$ cat src/design/swm_pkg.sv
// Shared constants, codes and types for the star wildcard matcher.
// Used by swm_walker and star_wildcard_match_capture_top; depends on nothing.
package swm_pkg;

	localparam int MAX_LEN   = 256;
	localparam int MAX_STARS = 20;

	localparam int LEN_W  = $clog2(MAX_LEN + 1);
	localparam int ADDR_W = $clog2(MAX_LEN);
	localparam int STAR_W = $clog2(MAX_STARS + 1);
	localparam int STOT_W = $clog2(MAX_STARS + 2);
	localparam int CAP_AW = (MAX_STARS > 1) ? $clog2(MAX_STARS) : 1;
	localparam int CAP_W  = 2 * LEN_W;

	localparam int IDX_W = 5;
	localparam int POS_W = 9;

	localparam logic [7:0] STAR_BYTE = 8'h2A;
	localparam logic [7:0] NUL_BYTE  = 8'h00;

	localparam logic MODE_PATTERN = 1'b0;
	localparam logic MODE_SUBJECT = 1'b1;

	typedef enum logic [1:0] {
		ERR_NONE  = 2'd0,
		ERR_LONG  = 2'd1,
		ERR_STARS = 2'd2
	} err_t;

	typedef enum logic [2:0] {
		T_IDLE,
		T_WALK,
		T_RESULT,
		T_CAP_RD,
		T_CAP_PUSH
	} top_state_t;

	typedef enum logic {
		W_IDLE,
		W_STEP
	} walk_state_t;

	// string byte write from the loader
	typedef struct packed {
		logic              pat_we;
		logic              sub_we;
		logic [ADDR_W-1:0] addr;
		logic [7:0]        data;
	} swm_load_t;

	// one finished capture entry
	typedef struct packed {
		logic              we;
		logic [CAP_AW-1:0] idx;
		logic [LEN_W-1:0]  start;
		logic [LEN_W-1:0]  count;
	} swm_cap_wr_t;

	// walk outcome, valid for one cycle with done
	typedef struct packed {
		logic              done;
		logic              matched;
		logic [STAR_W-1:0] ncap;
	} swm_walk_t;

endpackage

$ cat src/design/swm_walker.sv
// Pattern and subject byte memories plus the backtracking walk over them.
// Depends on swm_pkg.
module swm_walker (
	input  logic                     clk,
	input  logic                     arst_n,
	input  swm_pkg::swm_load_t       load,
	input  logic [swm_pkg::LEN_W-1:0] plen_i,
	input  logic [swm_pkg::LEN_W-1:0] slen_i,
	input  logic                     start_i,
	output swm_pkg::swm_cap_wr_t     cap_wr,
	output swm_pkg::swm_walk_t       res
);
	import swm_pkg::*;

	logic [7:0] pat_mem [MAX_LEN];
	logic [7:0] sub_mem [MAX_LEN];
	logic [7:0] pd_q, sd_q;

	walk_state_t state_q, state_d;
	logic [LEN_W-1:0]  p_q, p_d, s_q, s_d;
	logic [LEN_W-1:0]  resume_q, resume_d, anchor_q, anchor_d;
	logic [LEN_W-1:0]  cur_begin_q, cur_begin_d, cur_count_q, cur_count_d;
	logic [STAR_W-1:0] n_q, n_d;
	logic              have_star_q, have_star_d;
	logic [7:0]        pc, sc;

	// read at the next position so the data is there for the next step
	always_ff @(posedge clk) begin
		if (load.pat_we) begin
			pat_mem[load.addr] <= load.data;
		end
		if (load.sub_we) begin
			sub_mem[load.addr] <= load.data;
		end
		pd_q <= pat_mem[p_d[ADDR_W-1:0]];
		sd_q <= sub_mem[s_d[ADDR_W-1:0]];
	end

	always_ff @(posedge clk or negedge arst_n) begin
		if (!arst_n) begin
			state_q     <= W_IDLE;
			p_q         <= '0;
			s_q         <= '0;
			resume_q    <= '0;
			anchor_q    <= '0;
			n_q         <= '0;
			have_star_q <= 1'b0;
		end else begin
			state_q     <= state_d;
			p_q         <= p_d;
			s_q         <= s_d;
			resume_q    <= resume_d;
			anchor_q    <= anchor_d;
			n_q         <= n_d;
			have_star_q <= have_star_d;
		end
	end

	always_ff @(posedge clk) begin
		cur_begin_q <= cur_begin_d;
		cur_count_q <= cur_count_d;
	end

	always_comb begin
		pc = (p_q < LEN_W'(plen_i)) ? pd_q : NUL_BYTE;
		sc = (s_q < LEN_W'(slen_i)) ? sd_q : NUL_BYTE;

		state_d     = state_q;
		p_d         = p_q;
		s_d         = s_q;
		resume_d    = resume_q;
		anchor_d    = anchor_q;
		n_d         = n_q;
		have_star_d = have_star_q;
		cur_begin_d = cur_begin_q;
		cur_count_d = cur_count_q;

		cap_wr.we    = 1'b0;
		cap_wr.idx   = CAP_AW'(n_q - 1'b1);
		cap_wr.start = cur_begin_q;
		cap_wr.count = cur_count_q;

		res.done    = 1'b0;
		res.matched = 1'b0;
		res.ncap    = n_q;

		unique case (state_q)
			W_IDLE: begin
				if (start_i) begin
					p_d         = '0;
					s_d         = '0;
					resume_d    = '0;
					anchor_d    = '0;
					n_d         = '0;
					have_star_d = 1'b0;
					state_d     = W_STEP;
				end
			end
			W_STEP: begin
				priority if (pc == STAR_BYTE) begin
					// open a new capture, retire the previous one
					cap_wr.we   = have_star_q;
					p_d         = p_q + 1'b1;
					resume_d    = p_q + 1'b1;
					anchor_d    = s_q;
					cur_begin_d = s_q;
					cur_count_d = '0;
					n_d         = n_q + 1'b1;
					have_star_d = 1'b1;
				end else if (pc == sc) begin
					if (pc == NUL_BYTE) begin
						cap_wr.we   = have_star_q;
						res.done    = 1'b1;
						res.matched = 1'b1;
						state_d     = W_IDLE;
					end else begin
						p_d = p_q + 1'b1;
						s_d = s_q + 1'b1;
					end
				end else if (sc == NUL_BYTE || !have_star_q) begin
					res.done = 1'b1;
					state_d  = W_IDLE;
				end else begin
					// let the latest star absorb one more byte
					p_d         = resume_q;
					anchor_d    = anchor_q + 1'b1;
					s_d         = anchor_q + 1'b1;
					cur_count_d = cur_count_q + 1'b1;
				end
			end
			default: begin
				state_d = W_IDLE;
			end
		endcase
	end

	a_start_idle: assert property (@(posedge clk) disable iff (!arst_n)
		start_i |-> state_q == W_IDLE)
		else $error("walk started while busy");

	a_pos_order: assert property (@(posedge clk) disable iff (!arst_n)
		state_q == W_STEP |-> (s_q <= LEN_W'(slen_i)) && (anchor_q <= s_q))
		else $error("subject position out of order");

	a_cap_has_star: assert property (@(posedge clk) disable iff (!arst_n)
		cap_wr.we |-> have_star_q && (n_q != '0))
		else $error("capture written with no open star");

	a_done_idle: assert property (@(posedge clk) disable iff (!arst_n)
		res.done |=> state_q == W_IDLE)
		else $error("walk did not stop after done");

endmodule

$ cat config.mk
export PLATFORM = sky130hd
export DESIGN_NAME = swm_walker
export DESIGN_NICKNAME = d
export VERILOG_FILES = /design/src/design/swm_pkg.sv /design/src/design/swm_walker.sv
export SDC_FILE = /design/constraint.sdc
export NUM_CORES = 2
export LEC_CHECK = 0
export BUFFER_PORTS_ARGS = -buffer_cell sky130_fd_sc_hd__buf_4
export CORE_MARGIN = 4
export CORE_UTILIZATION = 33
export CTS_BUF_LIST = sky130_fd_sc_hd__clkbuf_8
export CTS_CLUSTER_DIAMETER = 50
export CTS_CLUSTER_SIZE = 30
export DETAILED_ROUTE_END_ITERATION = 16
export GPL_TIMING_DRIVEN = 0
export PLACE_DENSITY = 0.51
export SYNTH_ARGS = -nofsm -noshare
export SYNTH_HDL_FRONTEND = slang
export SYNTH_SLANG_ARGS = --single-unit
$ cat constraint.sdc
create_clock -name clk -period 4.7 [get_ports clk]
set_input_delay 0.47 -clock clk [delete_from_list [all_inputs] [get_ports clk]]
set_output_delay 0.47 -clock clk [all_outputs]
set_load 0.05 [all_outputs]
==> Yosys cells after proc, flatten, opt, wreduce, memory -nomap -nowiden <==
Memory sizes are Yosys's and may differ from the RTL's. A register that Yosys moved wholly into a read port is not among the register bits.
Index checks and enable logic that the tools add are counted.
W data, S select, Z words.
{ "op_classes": {"addsub": 6, "mul": 0, "n_div": 0, "magnitude_cmp": 2, "n_eq_ne": 13, "shifts": 0, "mux": 49, "n_bitwise": 1, "reduce_logical": 10} }
{ "ops": {"columns": ["operator", "count"], "rows": [
  ["$mux W9", 17],
  ["$pmux W9 S2", 4],
  ["$add A9 B1 Y9 const B", 4],
  ["$lt A9 B9 Y1", 2],
  ["$mux W1", 18],
  ["$logic_not A8 Y1", 2],
  ["$mux W8", 2],
  ["$ne A3 B3 Y1 const B", 4],
  ["$mux W5", 2],
  ["$pmux W5 S2", 1],
  ["$reduce_and A3 Y1", 3],
  ["$eq A8 B6 Y1 const B", 1],
  ["$eq A8 B8 Y1", 1],
  ["$ne A2 B2 Y1 const B", 4],
  ["$ne A4 B4 Y1 const B", 2],
  ["$mux W2", 3],
  ["$add A5 B1 Y5 const B", 1],
  ["$sub A5 B1 Y5 const B", 1],
  ["$pmux W1 S2", 2],
  ["$reduce_and A2 Y1", 2],
  ["$reduce_and A4 Y1", 1],
  ["$ne A2 B1 Y1 const B", 1],
  ["$logic_not A1 Y1", 1],
  ["$logic_or A1 B1 Y1", 1],
  ["$not A1 Y1", 1]
]} }
{ "totals": {"regBits": 61, "latch_bits": 0, "ramBits": 4096, "rom_bits": 0, "inputBits": 39, "output_inout_bits": 31, "wordCells": 94, "mem_count": 2} }
{ "memory_table": {"columns": ["name", "depth", "word_bits", "read_ports", "rd_clocked_by_memory_dff", "wr", "line", "text"], "rows": [
  ["pat_mem", 256, 8, 1, 1, 1, "swm_walker.sv:15", "logic [7:0] pat_mem [MAX_LEN];"],
  ["sub_mem", 256, 8, 1, 1, 1, "swm_walker.sv:16", "logic [7:0] sub_mem [MAX_LEN];"]
]} }

==> Depth between registers and ports, before layout <==
{ "depth": {"word_depth": 8, "depth_mapped": 24, "mapped_depth_nobuf": 18} }

==> Least setup slack after synthesis <==
OpenSTA, ideal clock, no wires.
{ "synth_timing": {"path_kind": "input port to flip-flop", "startpoint": "input slen_i[8] in the netlist's numbering", "endpoint": "register sd_q[3] (read register of sub_mem)", "setup_time_ps": 140, "arrival_time_ps": 4800, "required_ps": 4560, "setup_slack_ps": -240, "stages": 21, "n_path_buf": 5, "path_cell_list": "inv_1 -> ha_1 -> and4_1 -> nor3b_2 -> a311oi_4 -> nand3_1 -> and3_1 -> buf_6 -> and3_4 -> o31a_4 -> nand2_8 -> buf_6 -> buf_2 -> buf_2 -> buf_2 -> mux2i_1 -> o22ai_1 -> o41ai_1 -> nand3_1 -> a2111oi_0 -> nand4_1"} }
{ "synth_via": {"elab_chain_cells": 8, "elab_cells_between_ends": 9, "classes_between": "order compare: 1; eq/ne: 1; mux: 5; reduce/logical: 2"} }
{ "synth_lines": {"columns": ["item", "line", "text"], "rows": [
  ["start: declaration", "swm_walker.sv:8", "input logic [swm_pkg::LEN_W-1:0] slen_i,"],
  ["$lt A9 B9 Y1 (*)", "swm_walker.sv:66", "sc = (s_q < LEN_W'(slen_i)) ? sd_q : NUL_BYTE;"],
  ["$mux W8 (*)", "swm_walker.sv:66", null],
  ["$logic_not A8 Y1", "swm_walker.sv:120", "end else if (sc == NUL_BYTE || !have_star_q) begin"],
  ["$logic_or A1 B1 Y1", "swm_walker.sv:120", null],
  ["$mux W9", "swm_walker.sv:120", null],
  ["$mux W9 (*)", "swm_walker.sv:110", "end else if (pc == sc) begin"],
  ["$mux W9 (*)", "swm_walker.sv:100", "priority if (pc == STAR_BYTE) begin"],
  ["$pmux W9 S2 (*)", "swm_walker.sv:87", "unique case (state_q)"],
  ["end: declaration", "swm_walker.sv:17", "logic [7:0] pd_q, sd_q;"]
]} }
Mark *: on every way between the ends. The rest lies on a longest branch, timed or not. The select of a mux whose other input is x is not followed.
A chain may end at the register's enable or synchronous reset.

==> Worst setup path after layout <==
{ "layout_timing": {"startpoint": "register s_q[6]", "endpoint": "register sd_q[3] (read register of sub_mem)"} }
{ "layout_via": {"elab_chain_cells": 8, "elab_cells_between_ends": 12, "classes_between": "add/sub: 1; order compare: 1; eq/ne: 1; mux: 7; reduce/logical: 2"} }
{ "layout_lines": {"columns": ["item", "line", "text"], "rows": [
  ["start: declaration", "swm_walker.sv:20", "logic [LEN_W-1:0] p_q, p_d, s_q, s_d;"],
  ["start signal: assignment", "swm_walker.sv:43", "s_q <= '0;"],
  ["start signal: assignment", "swm_walker.sv:51", "s_q <= s_d;"],
  ["$lt A9 B9 Y1", "swm_walker.sv:66", null],
  ["$mux W8", "swm_walker.sv:66", null],
  ["$logic_not A8 Y1", "swm_walker.sv:120", null],
  ["$logic_or A1 B1 Y1", "swm_walker.sv:120", null],
  ["$mux W9", "swm_walker.sv:120", null],
  ["$mux W9", "swm_walker.sv:110", null],
  ["$mux W9", "swm_walker.sv:100", null],
  ["$pmux W9 S2 (*)", "swm_walker.sv:87", null]
]} }
Marked as above.

==> qor.yml <==
yosys:
  synth.most_common_cell: "edfxtp_1"
  synth_seq_cells: 4173
  syn_avg_cell_area_sq_um: 13.34
  async_reset_ff_share_pct: 1.030
  ys_seq_area_share_pct: 74.84
  synth.distinct_cells: 100
  synth_commonest_cells: "edfxtp_1 (4,114), nand2_1 (3,304), nand3_1 (978), nor2_1 (639), clkbuf_1 (458)"
  yosysTopAreaCell: "edfxtp_1"
  synthFlopType: "edfxtp_1"
  synth_nets: 12580
  synth.top_cell.area_share_pct: 74.00
  netlist_area_sq_mm: 0.1669
  netlist_top_cells_area: "edfxtp_1 (74%), nand2_1 (7.4%), nand3_1 (2.9%)"
  syn_inst: 12520
  yosys_warnings: 0
  synth_edf_count: 4114
setup_path:
  worstSetupPathType: "flop to flop"
  slowest_stage: "o41ai_4"
  crit_path_start_kind: "flop"
  critPathBufInv: 5
  crit_fanout: 7
  crit_family: "compound AO/OA/AOI/OAI gates"
  cp.required_ns: 5.65
  crit_arrival_ns: 7.38
  critPathCaptureType: "flop"
  crit_chain: "ha_4 -> and4_4 -> nor3b_4 -> a311oi_4 -> buf_12 -> buf_8 -> o311a_4 -> a221o_1 -> buf_6 -> o211ai_1 -> a21o_2 -> nand2_8 -> buf_16 -> nor2_4 -> a32oi_2 -> and3_4 -> o41ai_4 -> nand3_1 -> a2111oi_2 -> buf_4 -> nand4_1"
  slowest_delay_ns: 0.53
timing:
  period_needed_ns: 6.430
  post-route-period-util_pct: 136.8
  hold_viol: 0
  fin_setup_tns_ns: -24.72
  setup_ws_ns: -1.730
  tightest_slew_ns: 1.614
  clock.fmax_ghz: 0.1555
  final-setup-viol-count: 22
  max_slew_margin_pct: -7.966
  drv_slew: 126
  finClkSkew_ns: 0.1130
  rsz0062_at_grt: "yes"
hold_path:
  holdCritPathClass: "input pin to flop"
layout:
  multi_input_area_sq_mm: 0.04238
  register_area_sq_mm: 0.1249
  area_growth_pct: 20.04
  n_fill_cell: 47260
  final_area_sq_mm: 0.2004
  drive_gt1_share_pct: 18.39
  utilization_pct: 39.87
  nets: 13480
detailed_routing:
  vias: 121000
  drt_pre_antenna_iters: 8
  drc_errors: 0
  drt-initial-drc-count: 20790
  ant_nets: 0
  viasPerCell: 5.899
  drt_wl_total_mm: 796.0
  wire_per_inst_um: 38.81
clock_network:
  clkSlewWorstSetupHoldPaths_ns: 0.12
  clk_path_buf_depth: 4
  root_buffer: "clkbuf_8"
  cts_buffers: 417
  insertion_delay_ns: 1.29
  htree_levels: 5
  clock-sinks: 4173
  cts_tree: "built"
pwr:
  leakagePower_nw: 69.18
  p_int_mw: 61.27
  power.share.clock_pct: 27.5
  swShare_pct: 39.01
  powerDensity_mw_per_mm2: 501.4
  fin_total_pwr_mw: 100.5
  seqPwrFrac_pct: 41.0
  p_sw_mw: 39.20
  p_comb_share_pct: 31.5
  vdd_drop_max_mv: 0.3021
placement:
  pre_cts_ws_ns: -5.088
  dpl-instance-area_sq_mm: 0.1776
  place_congestion: 1.038
  portBuffers: 58
  dp_hpwl_mm: 533.2
global_route:
  grt_pass1_wl_mm: 1030
  grt_max_degree: 144
  grt-ovfl-total: 0
  grt_pass1_vias: 109100
  antenna_found_initial: 71
  track_usage_pct: 29.59
floorplan:
  fp.dieH_um: 719.3
  std_cell_rows: 260
  coreArea_sq_mm: 0.5026
  dieWidth_um: 719.3
  ios: 70
  start_util_pct: 33.22
  die_area_sq_mm: 0.5173
run:
  maxCapViolations: 15
run_status:
  outcome: "complete, but fails checks"
  violations: "max-capacitance violations, max-slew violations, negative setup slack"
-- placed cells by master, fill, tap and decap left out, drive strengths merged, types with 32 or more instances in the layout --
master	netlist	final
nor2	641	641
buf	357	924
o21ai	164	164
inv	44	200
nand4	68	68
clkinv	1	120
o221ai	41	41
diode	0	40
nor3	32	32
o22ai	245	245
bufinv	0	40
nor4	102	102
a21oi	342	342
nand3	982	982
nand2	3305	3305
mux2i	385	385
clkbuf	458	786
clkinvlp	0	48
a32oi	47	47
dfrtp	43	43
edfxtp	4114	4114
a311oi	115	115
and3	308	308
a31oi	303	303
-- power by group through the flow --
| stage | combinational, mW | clock (mW) | sequential (mW) |
|---|---|---|---|
| after floorplan | 12.0 | 0 | 42.0 |
| after detailed placement | 26.2 | 0 | 42.0 |
| after CTS | 28.7 | 27.5 | 41.2 |
| after global placement | 25.8 | 0 | 42.2 |
| after global routing | 32.1 | 29.1 | 41.2 |
| final | 31.6 | 27.7 | 41.2 |
-- worst paths after layout --
check                           slack [ns]  cells after the start              end   startpoint
worst max-delay path                 -1.73                     21          sd_q[3]       s_q[6]
worst min-delay path                  0.13                      2  sub_mem[114][7]      load[7]
worst max register to register       -1.73                     21          sd_q[3]       s_q[6]
worst min register to register        0.50                      2      resume_q[3]  resume_q[3]
max in group asynchronous             4.13                      4           p_q[7]       arst_n
min in group asynchronous             0.23                      4           s_q[8]       arst_n
-- metal layers --
| metal | global-route usage [%] | share of wire [%] |
|---|---|---|
| met2 | 43.97 | 43 |
| met3 | 7.792 | 12 |
| met4 | 21.59 | 9.1 |
| met5 | 0 | 0.036 |
| met1 | 37.32 | 36 |
-- flip-flops by register name, indices dropped and copies added (netlist names), 8 cells and up --
name	flops
s_q	9
pat_mem	2048
anchor_q	9
pd_q	8
cur_count_q	9
cur_begin_q	9
sub_mem	2048
sd_q	8
resume_q	9
p_q	9
-- layout make-up --
cell class              count  area share (%)
repair inverters            1        0.008117
clock inverters           362           2.098
repair buffers            484           2.641
clock buffers             427           2.933
flip-flops and latches   4173           62.35
multi-input cells        7484           21.15
inverters                  45          0.1230
plain buffers             811           4.474
well taps                6681           4.171
diodes                     40         0.04995
-- metrics by stage --
| step | instances | hold slack, ns |
|---|---|---|
| floorplan | 12520 | 0.1744 |
| global placement | 19260 | 0.4625 |
| detailed placement | 19340 | 0.4805 |
| CTS | 20340 | 0.1001 |
| global route | 20470 | 0.1685 |
| finish | 20510 | 0.1335 |
-- worst register-to-register path, stage by stage (launching register included) --
cell	delay [ns]
dfrtp_2	0.47
ha_4	0.28
and4_4	0.21
nor3b_4	0.25
a311oi_4	0.07
buf_12	0.16
buf_8	0.13
o311a_4	0.31
a221o_1	0.31
buf_6	0.16
o211ai_1	0.25
a21o_2	0.24
nand2_8	0.16
buf_16	0.26
nor2_4	0.48
a32oi_2	0.27
and3_4	0.29
o41ai_4	0.54
nand3_1	0.17
a2111oi_2	0.36
buf_4	0.22
nand4_1	0.48
-- cells by family (layout without fill, tap and decap cells) --
group | after synthesis | after routing | synth area share, %
AOI/OAI and AO/OA | 1499 | 1499 | 5.944
xor gates and xnor gates | 33 | 33 | 0.1731
and+or+nand+nor | 5517 | 5517 | 14.11
DFF | 4173 | 4173 | 74.84
muxes | 413 | 413 | 2.515
adders and majority gates | 22 | 22 | 0.1649
other | 0 | 40 | 0
buffers and inverters | 860 | 2130 | 2.260
-- timing repair --
action                                  CTS  global route
hold buffers                             12             0
setup buffers                           200           128
pin swaps                               126           153
endpoints found under the hold margin  1023             0
gates cloned                              0             6
setup endpoints to repair                35            25
resized for setup                      1986           773
(Power assumes the default switching activity.)
